<file path="src/sv/ira_pkg.sv">
`timescale 1ns / 1ps
// ----------------------------------------------------------------------------
// ira_pkg
// Shared constants, command/status types and the digit-to-ASCII map for the
// radix ASCII converter.
// ----------------------------------------------------------------------------
package ira_pkg;

    localparam int VALUE_BITS_DEF = 32;
    localparam int MAX_CHARS_DEF  = 32;

    // bits of the long division handled per cycle
    localparam int CHUNK_BITS = 8;

    localparam int RADIX_W = 5;
    localparam int DIGIT_W = 4;
    localparam int CHAR_W  = 7;

    localparam logic [RADIX_W-1:0] RADIX_RESET = 5'd10;
    localparam logic [RADIX_W-1:0] RADIX_MIN   = 5'd2;
    localparam logic [RADIX_W-1:0] RADIX_MAX   = 5'd16;
    localparam logic [RADIX_W-1:0] RADIX_DEC   = 5'd10;

    localparam logic [CHAR_W-1:0] MINUS_CODE = 7'h2D;
    localparam logic [CHAR_W-1:0] ZERO_CODE  = 7'h30;
    localparam logic [CHAR_W-1:0] ALPHA_BASE = 7'h37;  // 'A' - 10

    localparam logic [DIGIT_W-1:0] DEC_DIGITS = 4'd10;

    // register select bit (paddr[2]) of the config port
    localparam logic REG_RADIX = 1'b0;

    // controller -> datapath
    typedef struct packed {
        logic load;      // take a new value
        logic step;      // one chunk of long division
        logic store;     // push remainder digit
        logic fetch;     // read top digit, set char count
        logic rd_next;   // read following digit
        logic take;      // a character was handed off
        logic sign_sel;  // present the minus sign
    } cmd_t;

    // datapath -> controller
    typedef struct packed {
        logic chunk_last;
        logic quot_zero;
        logic neg;
        logic last_char;
    } stat_t;

    function automatic logic [CHAR_W-1:0] digit_ascii(input logic [DIGIT_W-1:0] d);
        logic [CHAR_W-1:0] code;
        if (d < DEC_DIGITS)
        begin
            code = ZERO_CODE + {{(CHAR_W-DIGIT_W){1'b0}}, d};
        end
        else
        begin
            code = ALPHA_BASE + {{(CHAR_W-DIGIT_W){1'b0}}, d};
        end
        return code;
    endfunction

endpackage

</file>
<file path="src/sv/ira_dp.sv">
`timescale 1ns / 1ps
// ----------------------------------------------------------------------------
// ira_dp
// Datapath: chunked long division by the radix, digit stack memory and
// character output selection.
// ----------------------------------------------------------------------------
module ira_dp #(
    parameter int VALUE_BITS = ira_pkg::VALUE_BITS_DEF,
    parameter int MAX_CHARS  = ira_pkg::MAX_CHARS_DEF
) (
    input  logic                        clk,
    input  logic                        rst_n,
    input  ira_pkg::cmd_t               cmd,
    output ira_pkg::stat_t              stat,
    input  logic [VALUE_BITS-1:0]       value,
    input  logic [ira_pkg::RADIX_W-1:0] radix,
    output logic [ira_pkg::CHAR_W-1:0]  char_code
);
    import ira_pkg::*;

    localparam int CHUNKS    = (VALUE_BITS + CHUNK_BITS - 1) / CHUNK_BITS;
    localparam int WORK_BITS = CHUNKS * CHUNK_BITS;
    localparam int CNT_W     = $clog2(CHUNKS + 1);
    localparam int AW        = $clog2(VALUE_BITS);
    localparam int NDIG_W    = $clog2(VALUE_BITS + 1);
    localparam int TOT_W     = $clog2(VALUE_BITS + 2);
    localparam int CL_W      = $clog2(MAX_CHARS + 1);
    localparam int CMP_W     = (TOT_W > CL_W) ? TOT_W : CL_W;

    logic [WORK_BITS-1:0] quot_reg, quot_next;
    logic [DIGIT_W-1:0]   rem_reg, rem_next;
    logic [RADIX_W-1:0]   base_reg, base_next;
    logic                 neg_reg, neg_next;
    logic [CNT_W-1:0]     chunk_reg, chunk_next;
    logic [NDIG_W-1:0]    ndig_reg, ndig_next;
    logic [AW-1:0]        ptr_reg, ptr_next;
    logic [CL_W-1:0]      left_reg, left_next;
    logic [DIGIT_W-1:0]   rd_data_reg;

    logic [DIGIT_W-1:0]   digit_mem [VALUE_BITS];

    logic [RADIX_W-1:0]    eff_radix;
    logic                  neg_in;
    logic [VALUE_BITS-1:0] mag;
    logic [DIGIT_W-1:0]    rem_step;
    logic [CHUNK_BITS-1:0] q_step;
    logic [NDIG_W-1:0]     ndig_m1, ndig_m2;
    logic [AW-1:0]         rd_addr;
    logic [TOT_W-1:0]      total;
    logic [CL_W-1:0]       limit;

    // clamp out-of-range radix codes
    always_comb
    begin
        priority if (radix < RADIX_MIN)
        begin
            eff_radix = RADIX_MIN;
        end
        else if (radix > RADIX_MAX)
        begin
            eff_radix = RADIX_MAX;
        end
        else
        begin
            eff_radix = radix;
        end
    end

    assign neg_in = value[VALUE_BITS-1] && (eff_radix == RADIX_DEC);
    assign mag    = neg_in ? (~value + VALUE_BITS'(1)) : value;

    // one chunk of restoring long division, MSB first
    always_comb
    begin
        logic [DIGIT_W:0]      t;
        logic [DIGIT_W-1:0]    r;
        logic [CHUNK_BITS-1:0] q;
        r = rem_reg;
        q = '0;
        for (int i = 0; i < CHUNK_BITS; i++)
        begin
            t = {r, quot_reg[WORK_BITS-1-i]};
            if (t >= {1'b0, base_reg})
            begin
                r = DIGIT_W'(t - {1'b0, base_reg});
                q[CHUNK_BITS-1-i] = 1'b1;
            end
            else
            begin
                r = t[DIGIT_W-1:0];
            end
        end
        rem_step = r;
        q_step   = q;
    end

    assign ndig_m1 = ndig_reg - NDIG_W'(1);
    assign ndig_m2 = ndig_reg - NDIG_W'(2);
    assign rd_addr = cmd.fetch ? ndig_m1[AW-1:0] : ptr_reg;
    assign total   = TOT_W'(ndig_reg) + TOT_W'(neg_reg);

    always_comb
    begin
        if (CMP_W'(total) > CMP_W'(MAX_CHARS))
        begin
            limit = CL_W'(MAX_CHARS);
        end
        else
        begin
            limit = CL_W'(total);
        end
    end

    always_comb
    begin
        quot_next  = quot_reg;
        rem_next   = rem_reg;
        base_next  = base_reg;
        neg_next   = neg_reg;
        chunk_next = chunk_reg;
        ndig_next  = ndig_reg;
        ptr_next   = ptr_reg;
        left_next  = left_reg;
        if (cmd.load)
        begin
            quot_next  = WORK_BITS'(mag);
            rem_next   = '0;
            base_next  = eff_radix;
            neg_next   = neg_in;
            chunk_next = '0;
            ndig_next  = '0;
        end
        if (cmd.step)
        begin
            quot_next  = WORK_BITS'({quot_reg, q_step});
            rem_next   = rem_step;
            chunk_next = chunk_reg + CNT_W'(1);
        end
        if (cmd.store)
        begin
            rem_next   = '0;
            chunk_next = '0;
            ndig_next  = ndig_reg + NDIG_W'(1);
        end
        if (cmd.fetch)
        begin
            ptr_next  = ndig_m2[AW-1:0];
            left_next = limit;
        end
        if (cmd.rd_next)
        begin
            ptr_next = ptr_reg - AW'(1);
        end
        if (cmd.take)
        begin
            left_next = left_reg - CL_W'(1);
        end
    end

    always_ff @(posedge clk or negedge rst_n)
    begin
        if (!rst_n)
        begin
            chunk_reg <= '0;
            ndig_reg  <= '0;
            left_reg  <= '0;
            neg_reg   <= 1'b0;
        end
        else
        begin
            chunk_reg <= chunk_next;
            ndig_reg  <= ndig_next;
            left_reg  <= left_next;
            neg_reg   <= neg_next;
        end
    end

    always_ff @(posedge clk)
    begin
        quot_reg <= quot_next;
        rem_reg  <= rem_next;
        base_reg <= base_next;
        ptr_reg  <= ptr_next;
    end

    // digit stack, least significant digit at entry 0
    always_ff @(posedge clk)
    begin
        if (cmd.store)
        begin
            digit_mem[ndig_reg[AW-1:0]] <= rem_reg;
        end
        if (cmd.fetch || cmd.rd_next)
        begin
            rd_data_reg <= digit_mem[rd_addr];
        end
    end

    assign stat.chunk_last = (chunk_reg == CNT_W'(CHUNKS - 1));
    assign stat.quot_zero  = (quot_reg == '0);
    assign stat.neg        = neg_reg;
    assign stat.last_char  = (left_reg == CL_W'(1));

    assign char_code = cmd.sign_sel ? MINUS_CODE : digit_ascii(rd_data_reg);

endmodule

</file>
<file path="src/sv/ira_ctrl.sv">
`timescale 1ns / 1ps
// ----------------------------------------------------------------------------
// ira_ctrl
// Sequencer: accept, divide digit by digit, then stream the characters.
// ----------------------------------------------------------------------------
module ira_ctrl (
    input  logic           clk,
    input  logic           rst_n,
    input  logic           s_tvalid,
    output logic           s_tready,
    output logic           m_tvalid,
    input  logic           m_tready,
    output ira_pkg::cmd_t  cmd,
    input  ira_pkg::stat_t stat
);
    import ira_pkg::*;

    typedef enum logic [5:0] {
        ST_IDLE  = 6'b000001,
        ST_DIV   = 6'b000010,
        ST_STORE = 6'b000100,
        ST_FETCH = 6'b001000,
        ST_SIGN  = 6'b010000,
        ST_EMIT  = 6'b100000
    } state_t;

    state_t state_reg, state_next;

    always_comb
    begin
        state_next = state_reg;
        cmd        = '0;
        s_tready   = 1'b0;
        m_tvalid   = 1'b0;
        unique case (state_reg)
            ST_IDLE:
            begin
                s_tready = 1'b1;
                if (s_tvalid)
                begin
                    cmd.load   = 1'b1;
                    state_next = ST_DIV;
                end
            end
            ST_DIV:
            begin
                cmd.step = 1'b1;
                if (stat.chunk_last)
                begin
                    state_next = ST_STORE;
                end
            end
            ST_STORE:
            begin
                cmd.store  = 1'b1;
                state_next = stat.quot_zero ? ST_FETCH : ST_DIV;
            end
            ST_FETCH:
            begin
                cmd.fetch  = 1'b1;
                state_next = stat.neg ? ST_SIGN : ST_EMIT;
            end
            ST_SIGN:
            begin
                m_tvalid     = 1'b1;
                cmd.sign_sel = 1'b1;
                if (m_tready)
                begin
                    cmd.take   = 1'b1;
                    state_next = stat.last_char ? ST_IDLE : ST_EMIT;
                end
            end
            ST_EMIT:
            begin
                m_tvalid = 1'b1;
                if (m_tready)
                begin
                    cmd.take    = 1'b1;
                    cmd.rd_next = 1'b1;
                    if (stat.last_char)
                    begin
                        state_next = ST_IDLE;
                    end
                end
            end
            default:
            begin
                state_next = ST_IDLE;
            end
        endcase
    end

    always_ff @(posedge clk or negedge rst_n)
    begin
        if (!rst_n)
        begin
            state_reg <= ST_IDLE;
        end
        else
        begin
            state_reg <= state_next;
        end
    end

endmodule

</file>
<file path="src/sv/integer_to_radix_ascii.sv">
`timescale 1ns / 1ps
// ----------------------------------------------------------------------------
// integer_to_radix_ascii
// Signed integer to ASCII digit stream in a programmable radix (2..16).
// ----------------------------------------------------------------------------
// Converts one VALUE_BITS-wide two's complement value per request into its
// ASCII digits ('0'-'9', 'A'-'F'), most significant first, with tlast on the
// final character. Radix 10 prints negatives as '-' plus magnitude; every
// other radix prints the raw unsigned pattern; zero prints "0". Radix codes
// below 2 act as 2 and above 16 act as 16; the register resets to 10 and is
// meant to be written only while the block is idle. One request is handled
// at a time; a new one is taken only once its last character has left. Each
// digit comes from K = ceil(VALUE_BITS/8) chunks of restoring long division
// (8 quotient bits per cycle) and is then pushed onto the digit stack;
// characters then leave at one per cycle from the stack read port, as long
// as the receiver does not stall.
// Output longer than MAX_CHARS is cut to its leading MAX_CHARS characters.
// ----------------------------------------------------------------------------
module integer_to_radix_ascii #(
    parameter int VALUE_BITS = ira_pkg::VALUE_BITS_DEF,
    parameter int MAX_CHARS  = ira_pkg::MAX_CHARS_DEF
) (
    input  logic                                  clk,
    input  logic                                  rst_n,
    // request channel
    input  logic                                  s_tvalid,
    output logic                                  s_tready,
    input  logic [((VALUE_BITS + 7) / 8) * 8-1:0] s_tdata,  // [VALUE_BITS-1:0] value
    // character channel
    output logic                                  m_tvalid,
    input  logic                                  m_tready,
    output logic [7:0]                            m_tdata,  // [6:0] char_code
    output logic                                  m_tlast,  // last character
    // config port
    input  logic                                  psel,
    input  logic                                  penable,
    input  logic                                  pwrite,
    input  logic [2:0]                            paddr,
    input  logic [31:0]                           pwdata,
    output logic [31:0]                           prdata,
    output logic                                  pready
);
    import ira_pkg::*;

    logic [RADIX_W-1:0] radix_reg, radix_next;
    logic               cfg_wr;
    cmd_t               cmd;
    stat_t              stat;
    logic [CHAR_W-1:0]  char_code;

    // --- configuration: single radix register, selected when paddr[2] is 0 -
    assign pready = 1'b1;
    assign cfg_wr = psel && penable && pwrite && pready;

    always_comb
    begin
        radix_next = radix_reg;
        if (cfg_wr && (paddr[2] == REG_RADIX))
        begin
            radix_next = pwdata[RADIX_W-1:0];
        end
    end

    always_ff @(posedge clk or negedge rst_n)
    begin
        if (!rst_n)
        begin
            radix_reg <= RADIX_RESET;
        end
        else
        begin
            radix_reg <= radix_next;
        end
    end

    assign prdata = (paddr[2] == REG_RADIX) ? {{(32-RADIX_W){1'b0}}, radix_reg} : '0;

    // --- sequencer ---------------------------------------------------------
    ira_ctrl u_ctrl (
        .clk      (clk),
        .rst_n    (rst_n),
        .s_tvalid (s_tvalid),
        .s_tready (s_tready),
        .m_tvalid (m_tvalid),
        .m_tready (m_tready),
        .cmd      (cmd),
        .stat     (stat)
    );

    // --- divider, digit stack, character select ---------------------------
    ira_dp #(
        .VALUE_BITS (VALUE_BITS),
        .MAX_CHARS  (MAX_CHARS)
    ) u_dp (
        .clk       (clk),
        .rst_n     (rst_n),
        .cmd       (cmd),
        .stat      (stat),
        .value     (s_tdata[VALUE_BITS-1:0]),
        .radix     (radix_reg),
        .char_code (char_code)
    );

    // character in the low 7 bits, top bit pads to a byte
    assign m_tdata = {1'b0, char_code};
    assign m_tlast = stat.last_char;

    // --- checks ------------------------------------------------------------
    // one request at a time: never taking input while characters go out
    a_no_overlap: assert property (@(posedge clk) disable iff (!rst_n)
        !(s_tready && m_tvalid))
        else $error("input ready while output valid");

    // a fresh request needs division before any character appears
    a_no_early_out: assert property (@(posedge clk) disable iff (!rst_n)
        (s_tvalid && s_tready) |=> !m_tvalid)
        else $error("character right after request");

    // the last character returns the block to idle
    a_last_to_idle: assert property (@(posedge clk) disable iff (!rst_n)
        (m_tvalid && m_tready && m_tlast) |=> s_tready)
        else $error("not idle after last character");

    // no gap inside a character run
    a_run_continues: assert property (@(posedge clk) disable iff (!rst_n)
        (m_tvalid && m_tready && !m_tlast) |=> m_tvalid)
        else $error("gap inside character run");

endmodule

</file>
<file path="config.mk">
export PLATFORM = sky130hd
export DESIGN_NAME = integer_to_radix_ascii
export DESIGN_NICKNAME = d
export VERILOG_FILES = /design/src/sv/ira_pkg.sv /design/src/sv/ira_dp.sv /design/src/sv/ira_ctrl.sv /design/src/sv/integer_to_radix_ascii.sv
export SDC_FILE = /design/constraint.sdc
export NUM_CORES = 1
export LEC_CHECK = 0
export BUFFER_PORTS_ARGS = -buffer_cell sky130_fd_sc_hd__buf_2
export CAP_MARGIN = 20
export CORE_AREA = 2 2 204 206
export CTS_BUF_LIST = sky130_fd_sc_hd__clkbuf_4
export CTS_CLUSTER_DIAMETER = 120
export DETAILED_ROUTE_END_ITERATION = 16
export DIE_AREA = 0 0 206 208
export SLEW_MARGIN = 20
export SYNTH_ARGS = -nofsm -noshare
export SYNTH_HDL_FRONTEND = slang
export SYNTH_SLANG_ARGS = --single-unit
</file>
<file path="constraint.sdc">
create_clock -name clk -period 18.3 [get_ports clk]
set_clock_uncertainty 0.1 [all_clocks]
set_input_delay 1.83 -clock clk [delete_from_list [all_inputs] [get_ports clk]]
set_output_delay 1.83 -clock clk [all_outputs]
set_load 0.03 [all_outputs]
</file>
==> results.md, run 1 <==
CTS:
- The number of cells upsized or downsized after cts is 0.
- At the later pin of the worst-skew pair, clock insertion delay measures 0.68 ns.
- For this design, the CTS-stage hold fixing added 0 buffers.
- CTS placed an instance of sky130_fd_sc_hd__clkbuf_4 at the clock tree root.
- The clock drives 205 sinks.
- The number of buffers inserted during clock tree synthesis is 54.
- Clock-pin slew was measured on the worst setup and hold paths at 0.06 ns.
- The clock tree synthesis step divided the H-tree into 2 levels.
- After clock tree synthesis, the setup repair step added 0 buffers.
- The clock tree from TritonCTS is built.
- The clock passes through at most 3 buffers.

Synthesis:
- For this run, asynchronously set or reset flops after synthesis account for 13.2%.
- By instance count, the leading cell after synthesis is sky130_fd_sc_hd__edfxtp_1.
- The largest area contributor in the synthesized netlist is sky130_fd_sc_hd__edfxtp_1.
- In the synthesized netlist, the cells that appear most often are sky130_fd_sc_hd__edfxtp_1, sky130_fd_sc_hd__nand2_1, sky130_fd_sc_hd__nor2_1.
- Yosys attributes the largest share of cell area to sky130_fd_sc_hd__edfxtp_1, sky130_fd_sc_hd__ha_1, sky130_fd_sc_hd__mux2i_1.
- After technology mapping, the gate count stands at 1094.
- The most frequently used flop master after synthesis is sky130_fd_sc_hd__edfxtp_1.
- Yosys mapped a number of flops with a built-in enable equal to 174.
- Summed over its instances, the top area cell type makes up 43.3% of the synthesized netlist area.
- The synthesized area is 12100 um2.
- The post-synthesis sequential element count is 205.
- The distinct cell type count of the synthesized netlist is 82.
- Summing the sequential cell areas from Yosys gives 49.5% of the chip area.
- The per-instance average area after synthesis is 11.0 um2.
- For this run, the number of Yosys warnings is 0.

Global routing:
- The global-route wire length before repair is 43600 um.
- Global routing used 12.6% of the available tracks across all layers.
- The maximum number of pins on one net before global-route repair is 63.
- The initial antenna violation count is 1.
- The leftover overflow at the end of global routing is 0.
- The via count of the first global-routing pass is 8469.

STA:
- Setup repair after global routing left no endpoint under its margin.
- The worst pin sits at a relative slew slack of 39.0%.
- The minimum clock period is 13.13 ns.
- The final count of hold timing violations is 0.
- The slew of the pin with the lowest slew margin is 0.915 ns.
- The count of final setup violators is 0.
- The setup TNS is 0 ns.
- The final cycle utilization of the critical path is 71.7%.
- The highest attainable clock frequency is 76.2 MHz.
- The number of pins with negative max-slew slack in the final report came to 0.

Place:
- Detailed placement finished with a half-perimeter wire length of 18900 um.
- Buffers placed on the I/O ports in this run total 59.
- The global placer's final weighted congestion is 0.814.

Routing:
- The detailed-route vias per instance is 4.87.
- For this run, the detailed router's first-pass iteration total came to 7.
- In this run the remaining antenna-violating nets after routing total 0.
- The routed layout has 8534 vias.
- The post-detailed-route DRC marker count is 0.
- The number of violations reported at the end of detailed-routing iteration 0 is 447.
- For this block, the routed nets add up to 27100 um of wire.
- After detailed routing, the average wire length per cell comes to 15.4 um.

Critical path:
- The cell type of the slowest stage on the worst timing path is sky130_fd_sc_hd__edfxtp_1.
- The cell occurring most often along the worst timing path is sky130_fd_sc_hd__a21o_1.
- In this run the critical register-to-register path is captured at u_dp.quot_reg[0].
- In this run the critical register-to-register path is launched from u_dp.base_reg[1].
- The reg2reg setup slack is 5.17 ns.
- The maximum net fanout on the critical path is 9.
- The classification of the worst setup path is reg2reg.
- The category of the worst setup path launch point is a flip-flop.
- The kind of capture point of the worst setup path is a flip-flop.
- The critical path starts at u_dp.base_reg[1].
- The worst-case reg-to-reg path depth is 43.
- The delay contributed by the slowest stage of the critical path is 0.75 ns.
- STA puts the critical path data arrival time at 13.40 ns.
- The required time reported for the critical path endpoint is 18.57 ns.

Min path:
- The worst hold path begins at u_dp.chunk_reg[0].
- The cell count of the worst hold path is 1.
- The worst min-delay path class is reg2reg.
- For hold timing, the worst endpoint is u_dp.chunk_reg[0].

Die:
- The die covers 42800 um2.
- The area inside the core boundary is 40600 um2.
- The die is 206 um wide.
- The count of boundary I/O pins is 118.
- Once the floorplan was initialized, standard cells occupied 29.8% of the core.
- The count of standard-cell rows is 74.
- The die span in y is 208 um.

Final layout:
- Compared with the post-synthesis result, the final layout area differs by 11.5%.
- The number of nets in the layout is 1315.
- The flip-flop count of the largest register after layout is 128.
- The layout cell share with drive strength beyond 1 is 16.7%.

Run status:
- The flow ran to the end, and the final reports show no timing, DRC or antenna violations.

Run:
- Across the run, the number of max-cap violations was 0.
## layout by cell type, fill, tap and decap left out, types with 8 or more instances in the layout
master,instances
sky130_fd_sc_hd__nand2_1,103
sky130_fd_sc_hd__mux2_2,17
sky130_fd_sc_hd__nor4_1,15
sky130_fd_sc_hd__o21ai_0,52
sky130_fd_sc_hd__edfxtp_1,174
sky130_fd_sc_hd__clkbuf_4,76
sky130_fd_sc_hd__nor2_1,80
sky130_fd_sc_hd__inv_1,52
sky130_fd_sc_hd__mux2i_1,68
sky130_fd_sc_hd__clkinv_1,16
sky130_fd_sc_hd__dfrtp_1,24
sky130_fd_sc_hd__nand2b_1,10
sky130_fd_sc_hd__nor2b_1,9
sky130_fd_sc_hd__nor3_1,16
sky130_fd_sc_hd__a31oi_1,9
sky130_fd_sc_hd__a21o_1,27
sky130_fd_sc_hd__a21oi_1,62
sky130_fd_sc_hd__o22ai_1,18
sky130_fd_sc_hd__xnor2_1,36
sky130_fd_sc_hd__ha_1,57
sky130_fd_sc_hd__o31ai_1,10
sky130_fd_sc_hd__buf_2,59
sky130_fd_sc_hd__fa_1,8
sky130_fd_sc_hd__buf_4,10
sky130_fd_sc_hd__nand3_1,25
sky130_fd_sc_hd__a22oi_1,16
sky130_fd_sc_hd__xor2_1,26
sky130_fd_sc_hd__conb_1,29
## layer usage
metal / part of all wire, % / GRT usage (%) / wire length, um / vias up
li1: - / - / - / 4185
met1: 45 / 16.4 / 12100 / 4091
met2: 49 / 21.5 / 13400 / 214
met3: 4.2 / 2.08 / 1150 / 44
met4: 1.5 / 3.13 / 406 / 0
met5: 0 / 0 / 0 / -
## stage by stage
step | setup slack [ns] | hold WS (ns) | cells | utilization, % | instance area (um2)
floorplan | 7.33 | 0.367 | 1121 | - | 12200
global placement | 5.43 | 0.386 | 1652 | 31.5 | 12800
detailed placement | 5.22 | 0.393 | 1652 | 31.5 | 12800
CTS | 5.21 | 0.405 | 1752 | 33.2 | 13500
global route | 4.33 | 0.439 | 1753 | 33.2 | 13500
finish | 5.17 | 0.401 | 1753 | 33.2 | 13500
## cells by family after synthesis
logic type      Yosys count  share of synthesized area (%)
simple gates            312                           13.1
compound gates          241                           12.9
flops                   205                           49.5
buf+inv                 122                           5.45
mux                      85                           7.22
fa+ha+maj                65                           7.23
xor+xnor                 62                           4.50
other cells               2                         0.0622
## worst max-delay path: cells and delay by family, from the launching register on
family / cells / cell delay (ns)
AO/OA/AOI/OAI: 22 / 5.91
adder cells (fa/ha/maj): 8 / 2.57
multiplexers: 6 / 2.36
flip-flops: 1 / 0.75
buffers and inverters: 4 / 0.63
AND/OR/NAND/NOR: 3 / 0.51
## cell type report
type | count | area [um2]
Antenna cell | 1 | 2.50
Clock buffer | 76 | 571
Clock inverter | 24 | 119
Fill cell | 4146 | 27100
Inverter | 52 | 195
Multi-Input combinational cell | 794 | 5560
Sequential cell | 205 | 5980
Tap cell | 532 | 666
Timing Repair Buffer | 69 | 370
## worst max-delay path by stage
stage | endpoint | slack (ns) | depth (start not counted)
detailed placement | u_dp.quot_reg[0] | 5.22 | 43
finish | u_dp.quot_reg[0] | 5.17 | 43
CTS | u_dp.quot_reg[0] | 5.21 | 43
global placement | u_dp.quot_reg[0] | 5.43 | 43
global route | u_dp.quot_reg[0] | 4.33 | 43
floorplan | u_dp.rem_reg[2] | 7.33 | 47
Power of run 1 is not shown: default switching activity piles up to over one toggle a cycle in this logic, so the estimate is an artifact.
==> inputs of run 2 (changes only) <==
- clock period: 18.3 -> 11.3 ns (I/O delays scaled with it)
==> run 2 against run 1 <==
- via count grew 0.27%
- clock-buffer cell count is the same
- global-route usage shrank 0.20 points
- sequential cell count is the same
- sequential share of layout area shrank 0.36 points
- first-iteration DRC count grew 13%
- worst hold slack lost 0.026 ns
- fmax grew 23%
- non-clock buffer count grew 15
- wire length is essentially flat
- critical endpoint unchanged
==> results.md, run 2 (same netlist as run 1, synthesis figures left out) <==
Global routing:
- The met1 capacity usage during global routing is 15.9%.
- Global routing used 12.4% of the available tracks across all layers.
- The initial antenna violation count is 1.
- The maximum number of pins on one net before global-route repair is 63.
- Global routing used 2.46% of the available met3 tracks.
- The global routing's busiest layer is met2.
- The via count of the first global-routing pass is 8311.
- After global routing the overflow that remains totals 0.
- The first global-routing pass estimated 42500 um of wire.
- The met2 routing resource usage after global routing is 20.8%.

STA:
- In this run the tightest slew margin relative to its limit is 37.3%.
- The minimum clock period is 10.70 ns.
- The count of final setup violators is 0.
- At the pin with the least slew margin, the transition time is 0.940 ns.
- The highest attainable clock frequency is 93.5 MHz.
- In the finished design, the share of the clock period the worst path needs comes to 94.7%.
- The final count of hold timing violations is 0.
- The number of pins with negative max-slew slack in the final report is 0.
- The minimum hold slack is 0.376 ns.

Die:
- From bottom edge to top edge, the die measures 208 um.
- The floorplan has 74 rows.
- The die boundary width is 206 um.
- Once the floorplan was initialized, standard cells occupied 29.8% of the core.
- Pin placement for this block handled 118 I/O pins.
- The total area inside the core boundary comes to 40600 um2.
- The die covers 42800 um2.

CTS:
- The maximum number of buffers from clock root to sink is 3.
- The tree is rooted in a sky130_fd_sc_hd__clkbuf_4.
- Buffers inserted during clock tree synthesis total 52.
- The clock tree synthesis step divided the H-tree into 2 levels.
- The CTS clock-pin slew for the worst setup and hold paths is 0.07 ns.
- The number of hold buffers added after CTS was 0.
- The clock tree from TritonCTS is built.
- The post-CTS setup-driven buffer insertion count is 0.
- The insertion delay of the later-clocked pin in the worst-skew pair is 0.68 ns.
- The clock net sink count is 205.

Final layout:
- The most frequent standard cell in the layout excluding fill and tap cells is sky130_fd_sc_hd__edfxtp_1.
- The count of filler cells inserted in the layout is 4118.
- From synthesis to final layout, the design area changed by 12.4%.
- For this run, the share of the core covered by cells in the final layout is 33.5%.
- In the final layout, the multi-input gates occupy 5620 um2.
- The flip-flop count of the largest register after layout is 128.
- For this run, the post-layout net count is 1328.
- The storage element area is 5980 um2.
- The layout cell share with drive strength beyond 1 is 18.6%.
- In the layout the commonest cells are sky130_fd_sc_hd__edfxtp_1, sky130_fd_sc_hd__nand2_1, sky130_fd_sc_hd__nor2_1.

Critical path:
- The reg2reg setup slack is 0.60 ns.
- The category of the worst setup path launch point is a flip-flop.
- The critical path data arrival time is 10.96 ns.
- In this run the critical register-to-register path is launched from u_dp.base_reg[0].
- The required time reported for the critical path endpoint is 11.57 ns.
- The launch point of the critical path is u_dp.base_reg[0].
- The largest individual stage delay along the critical path comes from the cell sky130_fd_sc_hd__or3b_2.
- The cell that appears most often on the critical path is sky130_fd_sc_hd__a21o_1.
- The setup path with the least slack is of type reg2reg.
- The delay contributed by the slowest stage of the critical path is 0.47 ns.
- In this run the worst path has a maximum fanout of 8.
- The kind of capture point of the worst setup path is a flip-flop.

Routing:
- After detailed routing, the average wire length per cell comes to 15.4 um.
- The post-route antenna net violation count is 0.
- The detailed-route vias per instance is 4.88.
- The post-detailed-route DRC marker count is 0.
- The first detailed-routing pass took 5 iterations.
- Summed over all layers, the routed wires come to 27100 um.
- The final route contains 8557 vias.
- The detailed router finished its first iteration with 503 violations.

Min path:
- The worst min-delay path class is in2async.

Place:
- The HPWL after detailed placement is 19000 um.
- The number of buffers added on ports is 59.
- Routability-driven placement finished with a final weighted congestion of 0.809.

Run status:
- The flow ran to the end, and the final reports show no timing, DRC or antenna violations.

Run:
- Across the run, the number of max-cap violations was 0.
run 2: changes by cell type in the layout (fill, tap and decap cells not counted), moves of 2 or more:
cell / previous run / this run
sky130_fd_sc_hd__clkinv_2: 5 / 0
sky130_fd_sc_hd__clkinv_1: 16 / 7
sky130_fd_sc_hd__clkinv_4: 2 / 0
sky130_fd_sc_hd__a31oi_2: 0 / 3
sky130_fd_sc_hd__a31oi_1: 9 / 6
sky130_fd_sc_hd__buf_4: 10 / 25
sky130_fd_sc_hd__o21ai_2: 0 / 2
sky130_fd_sc_hd__clkinvlp_4: 0 / 2
run 2: area by class of cell:
class	count	share of cell area, %
Sequential cell	205	44.1
Clock buffer	76	4.20
Multi-Input combinational cell	794	41.4
Antenna cell	1	0.0184
Clock inverter	10	0.424
Timing Repair Buffer	84	3.56
Tap cell	532	4.90
Inverter	52	1.44
run 2: repair_timing:
| action | CTS | global route |
|---|---|---|
| endpoints found under the hold margin | 0 | 0 |
| setup endpoints to repair | 0 | 5 |
| resized for setup | 0 | 15 |
run 2: critical path, delay by kind of cell (launching register included):
| kind | cells | cell delay [ns] |
|---|---|---|
| AOI/OAI and AO/OA | 23 | 4.43 |
| muxes | 5 | 1.57 |
| buffers and inverters | 5 | 0.31 |
| DFF | 1 | 0.39 |
| and+or+nand+nor | 6 | 1.23 |
| adders and majority gates | 8 | 2.36 |
run 2: worst paths after layout:
check | to | cells past startpoint
min reg2reg | u_dp.chunk_reg[0] | 1
max | u_dp.quot_reg[0] | 47
min in group clk | u_dp.chunk_reg[0] | 1
min | u_dp.ndig_reg[3] | 1
max in group asynchronous | u_dp.ndig_reg[0] | 1
max reg2reg | u_dp.quot_reg[0] | 47
run 2: metrics by stage:
stage	cell area, um2	instances	TNS, ns	worst slack [ns]
after floorplan	12200	1121	0	0.327
after global placement	12900	1667	0	0.284
after detailed placement	12900	1667	0	0.165
after CTS	13500	1753	0	0.121
after global routing	13600	1754	-0.111	-0.0762
final	13600	1754	0	0.603
run 2: routing by layer:
metal,up-vias,share of wire [%]
li1,4194,-
met1,4117,45
met2,188,49
met3,58,4.2
met4,0,2.5
met5,-,0
Power of run 2 is left out for the same reason.
